### config.mk
export PLATFORM = sky130hd
export DESIGN_NAME = sphere_voxel_column_painter
export DESIGN_NICKNAME = d
export VERILOG_FILES = /design/src/hw/rtl/svcp_pkg.sv /design/src/hw/rtl/svcp_setup.sv /design/src/hw/rtl/svcp_scan.sv /design/src/hw/rtl/svcp_span.sv /design/src/hw/rtl/sphere_voxel_column_painter.sv
export SDC_FILE = /design/constraint.sdc
export NUM_CORES = 1
export LEC_CHECK = 0
export BUFFER_PORTS_ARGS = -buffer_cell sky130_fd_sc_hd__buf_4
export CORE_ASPECT_RATIO = 2
export CORE_MARGIN = 1
export CORE_UTILIZATION = 50
export CTS_CLUSTER_SIZE = 30
export DETAILED_ROUTE_END_ITERATION = 7
export PLACE_DENSITY = 0.72
export SLEW_MARGIN = 20
export SYNTH_ARGS = -nofsm -noshare
export SYNTH_HDL_FRONTEND = slang
export SYNTH_SLANG_ARGS = --single-unit
### constraint.sdc
create_clock -name clk -period 8.8 [get_ports clk]
set_input_delay 2.64 -clock clk [delete_from_list [all_inputs] [get_ports clk]]
set_output_delay 2.64 -clock clk [all_outputs]
set_load 0.01 [all_outputs]
### src/hw/rtl/svcp_pkg.sv
package svcp_pkg;

  localparam int GRID_HALF_DEF = 8;
  localparam int MAX_SCALE_DEF = 3;

  // Cell indices cover grids up to 32 cells on a side
  localparam int CELL_W = 5;
  localparam int SCALE_W = 2;
  localparam int IDX_W = 12;

  typedef struct packed {
    logic signed [15:0] pos_x;
    logic signed [15:0] pos_y;
    logic signed [15:0] pos_z;
    logic [15:0]        radius_q;
    logic [7:0]         ball_id;
  } in_t;

  typedef struct packed {
    logic [7:0]       out_ball;
    logic [3:0]       cell_x;
    logic [3:0]       cell_y;
    logic [3:0]       z_first;
    logic [3:0]       z_last;
    logic [IDX_W-1:0] first_cell_index;
    logic             scale_clipped;
    logic             last;
  } out_t;

  // Ball context after mapping to cells
  typedef struct packed {
    logic [7:0]         ball;
    logic [CELL_W-1:0]  cx;
    logic [CELL_W-1:0]  cy;
    logic [CELL_W-1:0]  cz;
    logic [SCALE_W-1:0] s;
    logic               clip;
  } ctx_t;

  // One covered column on its way to the z span stage
  typedef struct packed {
    logic [7:0]         ball;
    logic [CELL_W-1:0]  x;
    logic [CELL_W-1:0]  y;
    logic [CELL_W-1:0]  cz;
    logic [SCALE_W-1:0] s;
    logic [4:0]         dxy2;
    logic               clip;
    logic               last;
  } col_t;

  typedef struct packed {
    logic [7:0]         ball;
    logic [CELL_W-1:0]  x;
    logic [CELL_W-1:0]  y;
    logic [CELL_W-1:0]  cz;
    logic [SCALE_W-1:0] t;
    logic               clip;
    logic               last;
  } reach_t;

  function automatic logic [SCALE_W-1:0] abs_diff(logic [CELL_W-1:0] a,
                                                  logic [CELL_W-1:0] b);
    logic [CELL_W-1:0] d;
    d = (a >= b) ? (a - b) : (b - a);
    return d[SCALE_W-1:0];
  endfunction

  function automatic logic [3:0] sq(logic [SCALE_W-1:0] d);
    return 4'(d) * 4'(d);
  endfunction

  // Largest t with t*t <= v, for v up to 9
  function automatic logic [SCALE_W-1:0] isqrt_small(logic [3:0] v);
    logic [SCALE_W-1:0] t;
    if (v >= 4'd9) begin
      t = 2'd3;
    end else if (v >= 4'd4) begin
      t = 2'd2;
    end else if (v >= 4'd1) begin
      t = 2'd1;
    end else begin
      t = 2'd0;
    end
    return t;
  endfunction

  function automatic logic [CELL_W-1:0] span_lo(logic [CELL_W-1:0] c,
                                                logic [SCALE_W-1:0] r);
    return (c >= CELL_W'(r)) ? (c - CELL_W'(r)) : '0;
  endfunction

  function automatic logic [CELL_W-1:0] span_hi(logic [CELL_W-1:0] c,
                                                logic [SCALE_W-1:0] r,
                                                logic [CELL_W-1:0] gmax);
    logic [CELL_W:0] sum;
    sum = (CELL_W+1)'(c) + (CELL_W+1)'(r);
    return (sum > (CELL_W+1)'(gmax)) ? gmax : sum[CELL_W-1:0];
  endfunction

  // Half width in y of the disc slice at column x
  function automatic logic [SCALE_W-1:0] row_reach(logic [CELL_W-1:0] x,
                                                   logic [CELL_W-1:0] cx,
                                                   logic [SCALE_W-1:0] s);
    return isqrt_small(sq(s) - sq(abs_diff(x, cx)));
  endfunction

endpackage

### src/hw/rtl/svcp_setup.sv
module svcp_setup #(
  parameter int GRID_HALF = svcp_pkg::GRID_HALF_DEF,
  parameter int MAX_SCALE = svcp_pkg::MAX_SCALE_DEF
) (
  input  logic          clk,
  input  logic          rst_n,
  input  logic          in_valid,
  output logic          in_stall,
  input  svcp_pkg::in_t in_data,
  output logic          ctx_vld,
  output svcp_pkg::ctx_t ctx,
  input  logic          ctx_take
);
  import svcp_pkg::*;

  logic       vld_r;
  ctx_t       ctx_r;
  ctx_t       ctx_nxt;
  logic       load;
  logic [4:0] s_raw;

  function automatic logic [4:0] scale_q15(logic [15:0] v);
    logic [20:0] prod;
    prod = 21'(GRID_HALF) * 21'(v);
    return prod[19:15];
  endfunction

  assign in_stall = vld_r & ~ctx_take;
  assign load = in_valid & ~in_stall;

  always_comb begin
    // flip the sign bit to get pos + 1.0 as unsigned
    ctx_nxt.cx = scale_q15({~in_data.pos_x[15], in_data.pos_x[14:0]});
    ctx_nxt.cy = scale_q15({~in_data.pos_y[15], in_data.pos_y[14:0]});
    ctx_nxt.cz = scale_q15({~in_data.pos_z[15], in_data.pos_z[14:0]});
    s_raw = scale_q15(in_data.radius_q);
    ctx_nxt.clip = (s_raw > 5'(MAX_SCALE));
    ctx_nxt.s = ctx_nxt.clip ? SCALE_W'(MAX_SCALE) : s_raw[SCALE_W-1:0];
    ctx_nxt.ball = in_data.ball_id;
  end

  always_ff @(posedge clk) begin
    if (!rst_n) begin
      vld_r <= 1'b0;
    end else if (load) begin
      vld_r <= 1'b1;
    end else if (ctx_take) begin
      vld_r <= 1'b0;
    end
  end

  always_ff @(posedge clk) begin
    if (load) begin
      ctx_r <= ctx_nxt;
    end
  end

  assign ctx_vld = vld_r;
  assign ctx = ctx_r;

endmodule

### src/hw/rtl/svcp_scan.sv
module svcp_scan #(
  parameter int GRID_HALF = svcp_pkg::GRID_HALF_DEF
) (
  input  logic           clk,
  input  logic           rst_n,
  input  logic           ctx_vld,
  input  svcp_pkg::ctx_t ctx,
  output logic           ctx_take,
  output logic           col_vld,
  output svcp_pkg::col_t col,
  input  logic           col_ready
);
  import svcp_pkg::*;

  localparam logic [CELL_W-1:0] GMAX = CELL_W'(2 * GRID_HALF - 1);

  logic                busy_r;
  ctx_t                ctx_r;
  logic [CELL_W-1:0]   x_r;
  logic [CELL_W-1:0]   y_r;
  logic [CELL_W-1:0]   xhi_r;
  logic                col_vld_r;
  col_t                col_r;
  logic                adv;
  logic                row_end;
  logic                ball_end;
  logic [SCALE_W-1:0]  ry_cur;
  logic [CELL_W-1:0]   yhi_cur;
  logic [CELL_W-1:0]   x_inc;
  logic [CELL_W-1:0]   ylo_next;
  logic [CELL_W-1:0]   xlo_in;
  logic [CELL_W-1:0]   ylo_in;
  logic [SCALE_W-1:0]  dx;
  logic [SCALE_W-1:0]  dy;

  assign ctx_take = ctx_vld & ~busy_r;
  assign adv = busy_r & (~col_vld_r | col_ready);

  always_comb begin
    ry_cur = row_reach(x_r, ctx_r.cx, ctx_r.s);
    yhi_cur = span_hi(ctx_r.cy, ry_cur, GMAX);
    x_inc = x_r + CELL_W'(1);
    ylo_next = span_lo(ctx_r.cy, row_reach(x_inc, ctx_r.cx, ctx_r.s));
    row_end = (y_r == yhi_cur);
    ball_end = row_end & (x_r == xhi_r);
    xlo_in = span_lo(ctx.cx, ctx.s);
    ylo_in = span_lo(ctx.cy, row_reach(xlo_in, ctx.cx, ctx.s));
    dx = abs_diff(x_r, ctx_r.cx);
    dy = abs_diff(y_r, ctx_r.cy);
  end

  always_ff @(posedge clk) begin
    if (!rst_n) begin
      busy_r <= 1'b0;
      col_vld_r <= 1'b0;
    end else begin
      if (ctx_take) begin
        busy_r <= 1'b1;
      end else if (adv && ball_end) begin
        busy_r <= 1'b0;
      end
      if (adv) begin
        col_vld_r <= 1'b1;
      end else if (col_ready) begin
        col_vld_r <= 1'b0;
      end
    end
  end

  always_ff @(posedge clk) begin
    if (ctx_take) begin
      ctx_r <= ctx;
      x_r <= xlo_in;
      y_r <= ylo_in;
      xhi_r <= span_hi(ctx.cx, ctx.s, GMAX);
    end else if (adv && !ball_end) begin
      // step y along the row, then move to the next row
      if (row_end) begin
        x_r <= x_inc;
        y_r <= ylo_next;
      end else begin
        y_r <= y_r + CELL_W'(1);
      end
    end
    if (adv) begin
      col_r.ball <= ctx_r.ball;
      col_r.x <= x_r;
      col_r.y <= y_r;
      col_r.cz <= ctx_r.cz;
      col_r.s <= ctx_r.s;
      col_r.dxy2 <= 5'(sq(dx)) + 5'(sq(dy));
      col_r.clip <= ctx_r.clip;
      col_r.last <= ball_end;
    end
  end

  assign col_vld = col_vld_r;
  assign col = col_r;

  a_end_drops_busy: assert property (@(posedge clk) disable iff (!rst_n)
    adv && ball_end |=> !busy_r)
    else $error("scan still busy after last column");

  a_x_in_box: assert property (@(posedge clk) disable iff (!rst_n)
    busy_r |-> x_r <= xhi_r)
    else $error("column x ran past box");

endmodule

### src/hw/rtl/svcp_span.sv
module svcp_span #(
  parameter int GRID_HALF = svcp_pkg::GRID_HALF_DEF
) (
  input  logic           clk,
  input  logic           rst_n,
  input  logic           col_vld,
  input  svcp_pkg::col_t col,
  output logic           col_ready,
  output logic           out_valid,
  input  logic           out_stall,
  output svcp_pkg::out_t out_data
);
  import svcp_pkg::*;

  localparam logic [CELL_W-1:0] GMAX = CELL_W'(2 * GRID_HALF - 1);
  localparam logic [IDX_W-1:0] ROW_STEP = IDX_W'(2 * GRID_HALF);
  localparam logic [IDX_W-1:0] PLANE_STEP = IDX_W'(4 * GRID_HALF * GRID_HALF);

  logic              a_vld_r;
  reach_t            a_r;
  logic              b_vld_r;
  out_t              b_r;
  logic              b_ready;
  logic [4:0]        rem;
  logic [CELL_W-1:0] zf;
  logic [CELL_W-1:0] zl;

  assign b_ready = ~b_vld_r | ~out_stall;
  assign col_ready = ~a_vld_r | b_ready;

  always_comb begin
    rem = 5'(sq(col.s)) - col.dxy2;
    zf = span_lo(a_r.cz, a_r.t);
    zl = span_hi(a_r.cz, a_r.t, GMAX);
  end

  always_ff @(posedge clk) begin
    if (!rst_n) begin
      a_vld_r <= 1'b0;
      b_vld_r <= 1'b0;
    end else begin
      if (col_ready) begin
        a_vld_r <= col_vld;
      end
      if (b_ready) begin
        b_vld_r <= a_vld_r;
      end
    end
  end

  always_ff @(posedge clk) begin
    if (col_ready) begin
      a_r.ball <= col.ball;
      a_r.x <= col.x;
      a_r.y <= col.y;
      a_r.cz <= col.cz;
      a_r.t <= isqrt_small(rem[3:0]);
      a_r.clip <= col.clip;
      a_r.last <= col.last;
    end
    if (b_ready) begin
      b_r.out_ball <= a_r.ball;
      b_r.cell_x <= a_r.x[3:0];
      b_r.cell_y <= a_r.y[3:0];
      b_r.z_first <= zf[3:0];
      b_r.z_last <= zl[3:0];
      b_r.first_cell_index <= IDX_W'(a_r.x) + ROW_STEP * IDX_W'(a_r.y)
                              + PLANE_STEP * IDX_W'(zf);
      b_r.scale_clipped <= a_r.clip;
      b_r.last <= a_r.last;
    end
  end

  assign out_valid = b_vld_r;
  assign out_data = b_r;

  a_reach_fits: assert property (@(posedge clk) disable iff (!rst_n)
    col_vld |-> col.dxy2 <= 5'(sq(col.s)))
    else $error("column outside the disc");

  a_last_moves: assert property (@(posedge clk) disable iff (!rst_n)
    a_vld_r && b_ready |=> b_r.last == $past(a_r.last))
    else $error("last flag lost in span stage");

endmodule

### src/hw/rtl/sphere_voxel_column_painter.sv
// Channel  Ports                          Beat
// in       in_valid, in_stall, in_data    one ball: centre, radius, id
// out      out_valid, out_stall, out_data one covered (x,y) column, z span
//
// A ball produces one beat for each covered column, one per cycle while
// out_stall is low; the column scanner takes the next ball only after it
// has sent the last column of the current one, with an idle handover between balls.
// The first beat passes the setup register, the scan state and column
// registers, then the reach and span registers.
// Reset clears all valid bits; no clearing pass.
// Stalls ripple back stage by stage; a held beat stays put and none is dropped.
module sphere_voxel_column_painter #(
  parameter int GRID_HALF = svcp_pkg::GRID_HALF_DEF,
  parameter int MAX_SCALE = svcp_pkg::MAX_SCALE_DEF
) (
  input  logic           clk,
  input  logic           rst_n,
  input  logic           in_valid,
  output logic           in_stall,
  input  svcp_pkg::in_t  in_data,
  output logic           out_valid,
  input  logic           out_stall,
  output svcp_pkg::out_t out_data
);
  import svcp_pkg::*;

  logic ctx_vld;
  ctx_t ctx;
  logic ctx_take;
  logic col_vld;
  col_t col;
  logic col_ready;

  svcp_setup #(
    .GRID_HALF(GRID_HALF),
    .MAX_SCALE(MAX_SCALE)
  ) u_setup (
    .clk     (clk),
    .rst_n   (rst_n),
    .in_valid(in_valid),
    .in_stall(in_stall),
    .in_data (in_data),
    .ctx_vld (ctx_vld),
    .ctx     (ctx),
    .ctx_take(ctx_take)
  );

  svcp_scan #(
    .GRID_HALF(GRID_HALF)
  ) u_scan (
    .clk      (clk),
    .rst_n    (rst_n),
    .ctx_vld  (ctx_vld),
    .ctx      (ctx),
    .ctx_take (ctx_take),
    .col_vld  (col_vld),
    .col      (col),
    .col_ready(col_ready)
  );

  svcp_span #(
    .GRID_HALF(GRID_HALF)
  ) u_span (
    .clk      (clk),
    .rst_n    (rst_n),
    .col_vld  (col_vld),
    .col      (col),
    .col_ready(col_ready),
    .out_valid(out_valid),
    .out_stall(out_stall),
    .out_data (out_data)
  );

endmodule
==> flow_summary_export.csv, run 1 <==
group,metric,value,unit
route,totalWireLength,12.81,mm
worst_setup_path,arrival,6.39,ns
clocking,cts_max_level,4,
min_path,hp-class,"flop to flop",
die,ios,116,
pwr,ir_drop,0.1415,mV
global_route,grtUsageTotal,18.00,%
synthesis,syn_nets,679,
clocking,holdBufCountCts,0,
clocking,cts_tree,"built",
global_route,antenna_found_initial,0,
worst_setup_path,critPathCaptureType,"flop",
placement,dp_hpwl,9.752,mm
route,vias_per_cell,5.285,
global_route,grt_pass1_vias,4541,
global_route,gr-total-overflow,0,
die,die_h,175.2,um
global_route,grt_max_degree,40,
route,drtPass1Iterations,4,
final_layout,synthToLayoutAreaGrowth,16.65,%
worst_setup_path,cpPeakStageDelay,0.70,ns
worst_setup_path,reg2reg_slack,2.67,ns
clocking,numClockSinks,156,
final_layout,antennaDiodeCount,0,
route,wl_per_cell,15.59,um
clocking,clk_latency,0.42,ns
sta,setup_viol,0,
synthesis,synth_top_area_cell,"edfxtp_1",
synthesis,yosysWarningCount,0,
synthesis,synth_cells,535,
pwr,powerDensity,246.7,nW/um2
sta,tns,0,ns
route,drt-initial-drc-count,166,
final_layout,final_util,59.36,%
route,drc,0,
final_layout,multi_input_area,2572,um2
synthesis,synthTopCellsByArea,"edfxtp_1 60%, ha_1 9.2%, fa_1 3.5%",
sta,finalMaxSlewViolations,0,
sta,period_share,69.69,%
final_layout,fillers,1143,
route,ant_nets,0,
synthesis,synth_seq_cells,156,
sta,fmax,163.0,MHz
die,initial_core_util,50.89,%
worst_setup_path,worstSetupStartpointType,"flop",
die,fp.dieW,88.61,um
clocking,cts-root-buf,"clkbuf_16",
worst_setup_path,cpMostUsedCell,"ha_1",
die,fp.dieArea,15520,um2
synthesis,syn_area,7501,um2
route,vias,4344,
final_layout,final_cells,822,
synthesis,synth.yosys.seq_area_share,61.78,%
worst_setup_path,cp_cell_sequence,"ha_1 -> nand2b_4 -> a2111oi_4 -> nor2_1 -> ha_1 -> nor2_1 -> o21ai_0 -> o311a_1 -> o311ai_2 -> o31ai_2 -> xnor2_1 -> ha_1 -> inv_1 -> ha_1 -> ha_1 -> a21oi_1 -> xnor2_1 -> o21ai_0 -> ha_1 -> o21ai_0 -> nand2_1 -> nand2_1 -> or4b_2 -> o211ai_1",
worst_setup_path,path_buf_inv,1,
sta,relSlewSlack,31.91,%
worst_setup_path,worst_ep_required_time,9.06,ns
worst_setup_path,crit_type,"flop to flop",
synthesis,yosysUniqueCellTypes,62,
sta,finalCriticalPeriod,6.133,ns
clocking,cts_buffers,17,
clocking,path_clk_slew,0.06,ns
clocking,cts_resized,0,
sta,rsz0062_at_grt,"no",
synthesis,syn_area_per_cell,14.02,um2
pwr,power.total,0.002158,W
placement,dp_cells,790,
sta,fin_skew,0.009110,ns
pwr,leakagePower,3.557,nW
clocking,postCtsSetupBuffers,0,
synthesis,yosys.area.top_type_share,60.45,%
run,drv_cap,0,
worst_setup_path,slowest_stage,"or4b_2",
final_layout,drive_gt1_share,18.98,%
synthesis,ys.flop_type,"edfxtp_1",
synthesis,synth-edff-count,151,
placement,gp_congestion,0.9054,
die,rows,63,
final_layout,fin_nets,758,
synthesis,async_reset_ff_share,0,%
die,core-area,14740,um2
worst_setup_path,cp_top_family,"adder cells",
final_layout,layout_commonest_cell,"edfxtp_1",
global_route,grt_pass1_wl,20.61,mm
worst_setup_path,worstPathMaxFanout,9,
sta,tightest_slew,1.020,ns
run_status,status,"complete, no violations",
clocking,cts_buffer_depth,2,
final_layout,seqCellArea,4634,um2
final_layout,final_cell_mix,"151 x edfxtp_1, 69 x buf_4, 60 x inv_1",
placement,portBuffers,67,
sta,final_hold_viol_count,0,
==> through the flow <==
step	hold WS, ns	setup slack, ns	cell area (um2)
4_1_cts	0.4162	2.636	8750
3_5_place_dp	0.4045	2.662	8202
2_1_floorplan	0.4003	3.411	7501
5_1_grt	0.4187	2.232	8750
6_report	0.4151	2.667	8750
3_3_place_gp	0.4009	2.836	8202
==> worst paths after layout <==
kind / from / depth (start not counted) / endpoint
worst max register to register: u_setup.ctx[1]$_SDFFCE_PP1P_ / 24 / u_scan.y_r[4]$_DFFE_PP_
worst min-delay path: u_scan.col[9]$_DFFE_PP_ / 0 / u_span.a_r[4]$_DFFE_PP_
worst min register to register: u_scan.col[9]$_DFFE_PP_ / 0 / u_span.a_r[4]$_DFFE_PP_
worst max-delay path: u_setup.ctx[1]$_SDFFCE_PP1P_ / 24 / u_scan.y_r[4]$_DFFE_PP_
==> power breakdown <==
part | switching, W | internal (W) | leakage, nW
combinational | 0.000284 | 0.000238 | 1.76
clock | 0.000286 | 0.000388 | 0.262
sequential | 0.0000458 | 0.000917 | 1.53
total | 0.000615 | 0.00154 | 3.56
==> routing by layer <==
layer  part of all wire [%]  up-vias  track usage (%)
met2                     61      114            34.04
li1                       -     2079                -
met5                      0        -                0
met1                     33     2110            16.53
met4                    3.6        0            11.63
met3                    3.1       41            3.448
==> worst register-to-register path, delay by kind of cell (launching register included) <==
kind | cells | cell delay (ns)
adder cells (fa/ha/maj) | 6 | 1.90
AND/OR/NAND/NOR | 6 | 1.26
buffers and inverters | 1 | 0.04
AO/OA/AOI/OAI | 9 | 1.88
flip-flops | 1 | 0.57
XOR/XNOR | 2 | 0.30
==> state kept, by name, indices dropped and copies added, names as in the netlist <==
signal            cells
u_scan.col           30
u_span.out_data      34
u_scan.busy_r         1
u_span.a_r           26
u_span.out_valid      1
u_scan.y_r            5
u_span.a_vld_r        1
u_scan.col_vld        1
u_scan.ctx_r         23
u_setup.ctx_vld       1
u_setup.ctx          23
u_scan.x_r            5
u_scan.xhi_r          5
==> cells by family (layout without fill, tap and decap cells) <==
| kind of cell | count (synthesis) | in the layout | share of synthesized area (%) |
|---|---|---|---|
| AOI/OAI and AO/OA | 71 | 71 | 7.506 |
| xor gates and xnor gates | 36 | 36 | 4.203 |
| adders and majority gates | 68 | 68 | 12.64 |
| buffers and inverters | 71 | 163 | 3.953 |
| DFF | 156 | 156 | 61.78 |
| muxes | 13 | 13 | 1.818 |
| other | 1 | 1 | 0.04999 |
| and+or+nand+nor | 119 | 119 | 8.040 |
==> Yosys cell counts, types with 3 or more instances <==
cell type,count
edfxtp_1,151
inv_1,61
ha_1,55
nand2_1,31
nor2_1,27
xnor2_1,22
o21ai_0,19
nand3_1,18
xor2_1,14
fa_1,13
nor2b_1,10
a21oi_1,9
mux2i_1,8
a21o_1,7
a211oi_1,6
buf_4,6
nor3_1,6
dfxtp_1,5
and3_1,4
mux2_2,4
nand2b_1,4
o21a_1,3
o31ai_1,3
or3_1,3
==> layout make-up <==
cell class / instances / share of cell area (%)
multi-input combinational: 308 / 29.40
timing repair buffer: 69 / 5.920
sequential: 156 / 52.97
clock buffer: 18 / 4.905
tap: 195 / 2.789
clock inverter: 14 / 1.359
inverter: 62 / 2.660
(Power assumes the default switching activity.)
==> run 2, diff against run 1 <==
--- a/config.mk
+++ b/config.mk
@@ -5,6 +5,7 @@
 export SDC_FILE = /design/constraint.sdc
 export NUM_CORES = 1
 export LEC_CHECK = 0
+export ABC_AREA = 1
 export BUFFER_PORTS_ARGS = -buffer_cell sky130_fd_sc_hd__buf_4
 export CORE_ASPECT_RATIO = 2
 export CORE_MARGIN = 1
==> constraint.sdc (replaced) <==
create_clock -name clk -period 5.9 [get_ports clk]
set_input_delay 1.77 -clock clk [delete_from_list [all_inputs] [get_ports clk]]
set_output_delay 1.77 -clock clk [all_outputs]
set_load 0.01 [all_outputs]
==> run 2 against run 1 <==
Effect of this change:
- setup slack got worse by 2.0 ns
- register-to-register slack got worse by 2.0 ns
- clock power rose by 43%
- cell area rose by 1.2%
- synthesized area rose by 1.2%
- maximum frequency rose by 17%
- via count rose by 5.7%
- final cell count rose by 13%
- total power rose by 50%
- largest power group unchanged
==> flow_summary_export.csv, run 2 <==
group,metric,value,unit
worst_setup_path,cpMostUsedCell,"inv_1",
clocking,cts-root-buf,"clkbuf_16",
synthesis,synth-edff-count,151,
sta,fmax,191.6,MHz
route,vias,4592,
min_path,hold_start,"u_setup.ctx[21]$_DFFE_PP_",
route,drt-initial-drc-count,185,
die,die_h,176.2,um
min_path,hp-class,"flop to flop",
route,vias_per_cell,4.943,
final_layout,layout_commonest_cell,"edfxtp_1",
die,ios,116,
clocking,cts_tree,"built",
pwr,ir_drop,0.2011,mV
sta,setup_viol,0,
die,core-area,14820,um2
route,totalWireLength,12.70,mm
route,wl_per_cell,13.67,um
route,ant_nets,0,
global_route,gr-total-overflow,0,
sta,final_hold_viol_count,0,
worst_setup_path,worstSetupStartpointType,"flop",
clocking,clk_latency,0.42,ns
final_layout,seqCellArea,4634,um2
sta,finalMaxSlewViolations,0,
pwr,powerDensity,365.8,nW/um2
clocking,cts_resized,0,
sta,period_share,88.48,%
worst_setup_path,critPathCaptureType,"flop",
min_path,worstHoldEndpoint,"u_scan.ctx_r[21]$_DFFE_PP_",
clocking,cts_max_level,4,
synthesis,synthTopCellsByArea,"edfxtp_1 60%, ha_1 9.1%, inv_1 5.8%",
run,drv_cap,0,
die,fp.dieW,89.12,um
clocking,cts_buffers,17,
final_layout,largest_reg_flops,34,
route,drtPass1Iterations,4,
clocking,holdBufCountCts,0,
global_route,grt_pass1_wl,21.26,mm
placement,gp_congestion,0.9191,
synthesis,syn_area,7590,um2
worst_setup_path,reg2reg_slack,0.68,ns
worst_setup_path,arrival,5.27,ns
sta,finalCriticalPeriod,5.220,ns
die,fp.dieArea,15710,um2
final_layout,fin_nets,866,
final_layout,synthToLayoutAreaGrowth,16.68,%
synthesis,yosysWarningCount,0,
synthesis,synth_cells,637,
worst_setup_path,worst_ep_required_time,5.95,ns
run_status,status,"complete, no violations",
placement,dp_hpwl,9.672,mm
global_route,grtUsageTotal,18.41,%
synthesis,synth_seq_cells,156,
clocking,numClockSinks,156,
final_layout,multi_input_area,2446,um2
die,rows,63,
global_route,grt_max_degree,37,
die,initial_core_util,51.22,%
final_layout,final_util,59.76,%
worst_setup_path,rr_startpoint,"u_scan.x_r[0]$_DFFE_PP_",
final_layout,drive_gt1_share,16.62,%
placement,portBuffers,67,
sta,tns,0,ns
synthesis,async_reset_ff_share,0,%
final_layout,antennaDiodeCount,0,
synthesis,synth.yosys.seq_area_share,61.06,%
worst_setup_path,worstPathMaxFanout,9,
clocking,cts_buffer_depth,2,
sta,tightest_slew,0.6995,ns
sta,relSlewSlack,53.05,%
synthesis,yosysMostFrequentCell,"edfxtp_1",
clocking,path_clk_slew,0.06,ns
final_layout,final_cell_mix,"151 x edfxtp_1, 118 x inv_1, 99 x nand2_1",
clocking,postCtsSetupBuffers,0,
synthesis,syn_nets,781,
worst_setup_path,r2r-end,"u_scan.x_r[3]$_DFFE_PP_",
sta,fin_skew,0.007081,ns
synthesis,yosysUniqueCellTypes,37,
worst_setup_path,crit_type,"flop to flop",
min_path,hold_depth,0,
final_layout,fillers,1206,
route,drc,0,
synthesis,yosys-top-cells-count,"151 x edfxtp_1, 118 x inv_1, 99 x nand2_1",
global_route,grt_pass1_vias,4812,
worst_setup_path,slowest_stage,"o21ai_1",
synthesis,yosys.area.top_type_share,59.74,%
worst_setup_path,reg2reg_depth,28,
synthesis,ys.flop_type,"edfxtp_1",
global_route,antenna_found_initial,0,
sta,rsz0062_at_grt,"no",
synthesis,synth_top_area_cell,"edfxtp_1",
pwr,leakagePower,3.945,nW
worst_setup_path,cpPeakStageDelay,0.59,ns
synthesis,syn_area_per_cell,11.91,um2
==> run 2: changes by cell type in the layout (fill, tap and decap cells not counted), sizes merged, moves of 8 or more <==
cell   previous run  this run
nand2            31       101
inv              65       128
nand3            19        41
nor2             27        43
xnor2            22        10
xor2             14        26
nor2b            11         0
mux2i             8         0
==> run 2: routing by layer <==
| layer | vias to the layer above | global-route usage [%] | share of wire [%] |
|---|---|---|---|
| li1 | 2278 | - | - |
| met1 | 2171 | 15.78 | 33 |
| met2 | 109 | 35.85 | 60 |
| met3 | 34 | 4.161 | 2.7 |
| met4 | 0 | 11.24 | 4.0 |
| met5 | - | 0 | 0 |
==> run 2: critical path, delay by kind of cell, from the launching register on <==
kind / cells / cell delay (ns)
fa+ha+maj: 4 / 1.42
simple gates: 14 / 1.40
buf+inv: 8 / 0.74
compound gates: 1 / 0.59
flops: 1 / 0.54
xor+xnor: 1 / 0.16
==> run 2: kinds of logic after synthesis <==
group / count (synthesis) / share of synthesized area (%)
AOI/OAI and AO/OA: 39 / 2.951
DFF: 156 / 61.06
adders and majority gates: 68 / 12.50
and+or+nand+nor: 207 / 12.41
buffers and inverters: 130 / 6.775
other: 1 / 0.04941
xor gates and xnor gates: 36 / 4.253
==> run 2: worst max-delay path by stage <==
stage / cells after the start / to / slack [ns] / start
floorplan: 7 / u_scan.x_r[0]$_DFFE_PP_ / 0.32 / out_stall
finish: 28 / u_scan.x_r[3]$_DFFE_PP_ / 0.68 / u_scan.x_r[0]$_DFFE_PP_
detailed placement: 27 / u_scan.x_r[3]$_DFFE_PP_ / 0.68 / u_scan.x_r[0]$_DFFE_PP_
CTS: 28 / u_scan.x_r[3]$_DFFE_PP_ / 0.64 / u_scan.x_r[0]$_DFFE_PP_
global placement: 28 / u_scan.x_r[3]$_DFFE_PP_ / 0.81 / u_scan.x_r[0]$_DFFE_PP_
global route: 28 / u_scan.x_r[4]$_DFFE_PP_ / 0.17 / u_scan.x_r[0]$_DFFE_PP_
==> run 2: area by class of cell <==
cell class	count	area share, %
well taps	195	2.755
flip-flops and latches	156	52.33
clock buffers	18	4.846
repair buffers	73	6.188
inverters	123	5.213
clock inverters	13	1.045
multi-input cells	351	27.62
==> run 2: stage by stage <==
stage                     power (W)  setup slack (ns)  instance area [um2]  hold slack, ns  cells
after floorplan            0.002052            0.3231                 7590          0.4003    637
after detailed placement   0.002302            0.6849                 8334          0.4045    898
after CTS                  0.003275            0.6440                 8856          0.4178    929
final                      0.003240            0.6796                 8856          0.4135    929
after global placement     0.002259            0.8096                 8334          0.4013    898
after global routing       0.003453            0.1693                 8856          0.4224    929
==> run 2: power by group <==
| part | total [W] | internal [W] | leakage (nW) | switching [W] |
|---|---|---|---|---|
| Combinational | 0.000830 | 0.000354 | 2.17 | 0.000476 |
| Clock | 0.000966 | 0.000537 | 0.250 | 0.000429 |
| Sequential | 0.00144 | 0.00138 | 1.53 | 0.0000658 |
==> run 3, diff against run 2 <==
--- a/config.mk
+++ b/config.mk
@@ -7,12 +7,14 @@
 export LEC_CHECK = 0
 export ABC_AREA = 1
 export BUFFER_PORTS_ARGS = -buffer_cell sky130_fd_sc_hd__buf_4
+export CELL_PAD_IN_SITES_DETAIL_PLACEMENT = 0
+export CELL_PAD_IN_SITES_GLOBAL_PLACEMENT = 1
 export CORE_ASPECT_RATIO = 2
-export CORE_MARGIN = 1
-export CORE_UTILIZATION = 50
+export CORE_MARGIN = 2
+export CORE_UTILIZATION = 46
 export CTS_CLUSTER_SIZE = 30
 export DETAILED_ROUTE_END_ITERATION = 7
-export PLACE_DENSITY = 0.72
+export PLACE_DENSITY_LB_ADDON = 0.1
 export SLEW_MARGIN = 20
 export SYNTH_ARGS = -nofsm -noshare
 export SYNTH_HDL_FRONTEND = slang
==> run 3 against run 2 <==
Effect of this change:
- combinational power up 2%
- clock skew up 0.0055 ns
- wire length up 7.5%
- setup slack worse by 0.031 ns
- hold slack worse by 0.0036 ns
- register-to-register slack worse by 0.03 ns
==> flow_summary_export.csv, run 3 (synthesis gave the netlist of run 2 again) <==
group,metric,value,unit
run_status,status,"complete, no violations",
placement,dp_hpwl,10.50,mm
sta,finalCriticalPeriod,5.251,ns
clocking,cts_resized,0,
die,initial_core_util,46.89,%
worst_setup_path,arrival,5.32,ns
worst_setup_path,worst_ep_required_time,5.97,ns
min_path,hold_start,"u_scan.col[29]$_DFFE_PP_",
pwr,powerDensity,377.8,nW/um2
worst_setup_path,slowest_stage,"edfxtp_1",
clocking,cts_max_level,4,
clocking,cts_buffers,17,
global_route,grt_pass1_vias,4990,
pwr,leakagePower,3.994,nW
die,core-area,16190,um2
worst_setup_path,rr_startpoint,"u_scan.x_r[0]$_DFFE_PP_",
worst_setup_path,critPathCaptureType,"flop",
worst_setup_path,cpPeakStageDelay,0.55,ns
worst_setup_path,crit_start,"u_scan.x_r[0]$_DFFE_PP_",
run,drv_cap,0,
final_layout,fillers,1388,
sta,fin_skew,0.01259,ns
worst_setup_path,cpMostUsedCell,"inv_1",
clocking,numClockSinks,156,
sta,period_share,89.01,%
clocking,postCtsSetupBuffers,0,
final_layout,fin_nets,867,
sta,relSlewSlack,58.61,%
die,die_h,185.7,um
route,drt-initial-drc-count,149,
route,totalWireLength,13.66,mm
sta,finalMaxSlewViolations,0,
final_layout,largest_reg_flops,34,
route,drtPass1Iterations,4,
sta,setup_viol,0,
clocking,cts_buffer_depth,2,
sta,fmax,190.4,MHz
global_route,gr-total-overflow,0,
worst_setup_path,reg2reg_depth,28,
clocking,clk_latency,0.43,ns
final_layout,layout_commonest_cell,"edfxtp_1",
min_path,hold_depth,0,
route,ant_nets,0,
route,wl_per_cell,14.53,um
die,rows,66,
pwr,ir_drop,0.1825,mV
global_route,grt_pass1_wl,22.27,mm
route,vias,4575,
clocking,path_clk_slew,0.07,ns
final_layout,antennaDiodeCount,0,
sta,rsz0062_at_grt,"no",
die,ios,116,
clocking,holdBufCountCts,0,
placement,portBuffers,67,
clocking,cts_tree,"built",
global_route,grt_max_degree,37,
final_layout,multi_input_area,2446,um2
sta,tightest_slew,0.6194,ns
worst_setup_path,worstPathMaxFanout,9,
placement,gp_congestion,0.9050,
clocking,cts-root-buf,"clkbuf_16",
sta,hold_ws,0.4099,ns
final_layout,synthToLayoutAreaGrowth,18.13,%
global_route,grtUsageTotal,17.06,%
route,vias_per_cell,4.867,
min_path,hp-class,"flop to flop",
sta,tns,0,ns
die,fp.dieArea,17610,um2
worst_setup_path,crit_type,"flop to flop",
die,fp.dieW,94.83,um
final_layout,drive_gt1_share,17.26,%
route,drc,0,
final_layout,seqCellArea,4634,um2
final_layout,final_cell_mix,"151 x edfxtp_1, 118 x inv_1, 99 x nand2_1",
worst_setup_path,worstSetupStartpointType,"flop",
sta,final_hold_viol_count,0,
global_route,antenna_found_initial,0,
-- run 3: metrics by stage --
step	power [W]	setup WS [ns]	instances	cell area, um2	util (%)
6_report	0.003387	0.6487	940	8966	55.40
5_1_grt	0.003596	0.1397	940	8966	55.40
4_1_cts	0.003431	0.5488	940	8966	55.40
3_5_place_dp	0.002321	0.5656	908	8353	51.61
3_3_place_gp	0.002284	0.6252	908	8353	51.61
2_1_floorplan	0.002052	0.3231	637	7590	-
-- run 3: final cells by class --
class | instances | area share [%]
clock buffers | 18 | 4.786
clock inverters | 14 | 2.051
inverters | 123 | 5.149
multi-input cells | 351 | 27.28
flip-flops and latches | 156 | 51.69
well taps | 204 | 2.847
repair buffers | 74 | 6.196
-- run 3: worst paths after layout --
kind | slack, ns | endpoint
min reg2reg | 0.41 | u_span.a_r[24]$_DFFE_PP_
max | 0.65 | u_scan.x_r[3]$_DFFE_PP_
min | 0.41 | u_span.a_r[24]$_DFFE_PP_
max reg2reg | 0.65 | u_scan.x_r[3]$_DFFE_PP_
-- run 3: power by group --
part / switching (W) / internal, W
Clock: 0.000460 / 0.000641
Combinational: 0.000489 / 0.000354
Sequential: 0.0000646 / 0.00138
-- run 3: worst max-delay path: cells and delay by family (launching register included) --
kind	cells	cell delay, ns
and+or+nand+nor	14	1.51
adders and majority gates	4	1.44
AOI/OAI and AO/OA	1	0.49
xor gates and xnor gates	1	0.17
buffers and inverters	8	0.71
DFF	1	0.55
-- run 3: metal layers --
layer	vias up	GRT usage [%]	part of all wire (%)
met5	-	0	0
met4	0	9.623	3.2
met3	32	3.441	2.8
met2	89	34.52	60
met1	2172	14.47	34
li1	2282	-	-
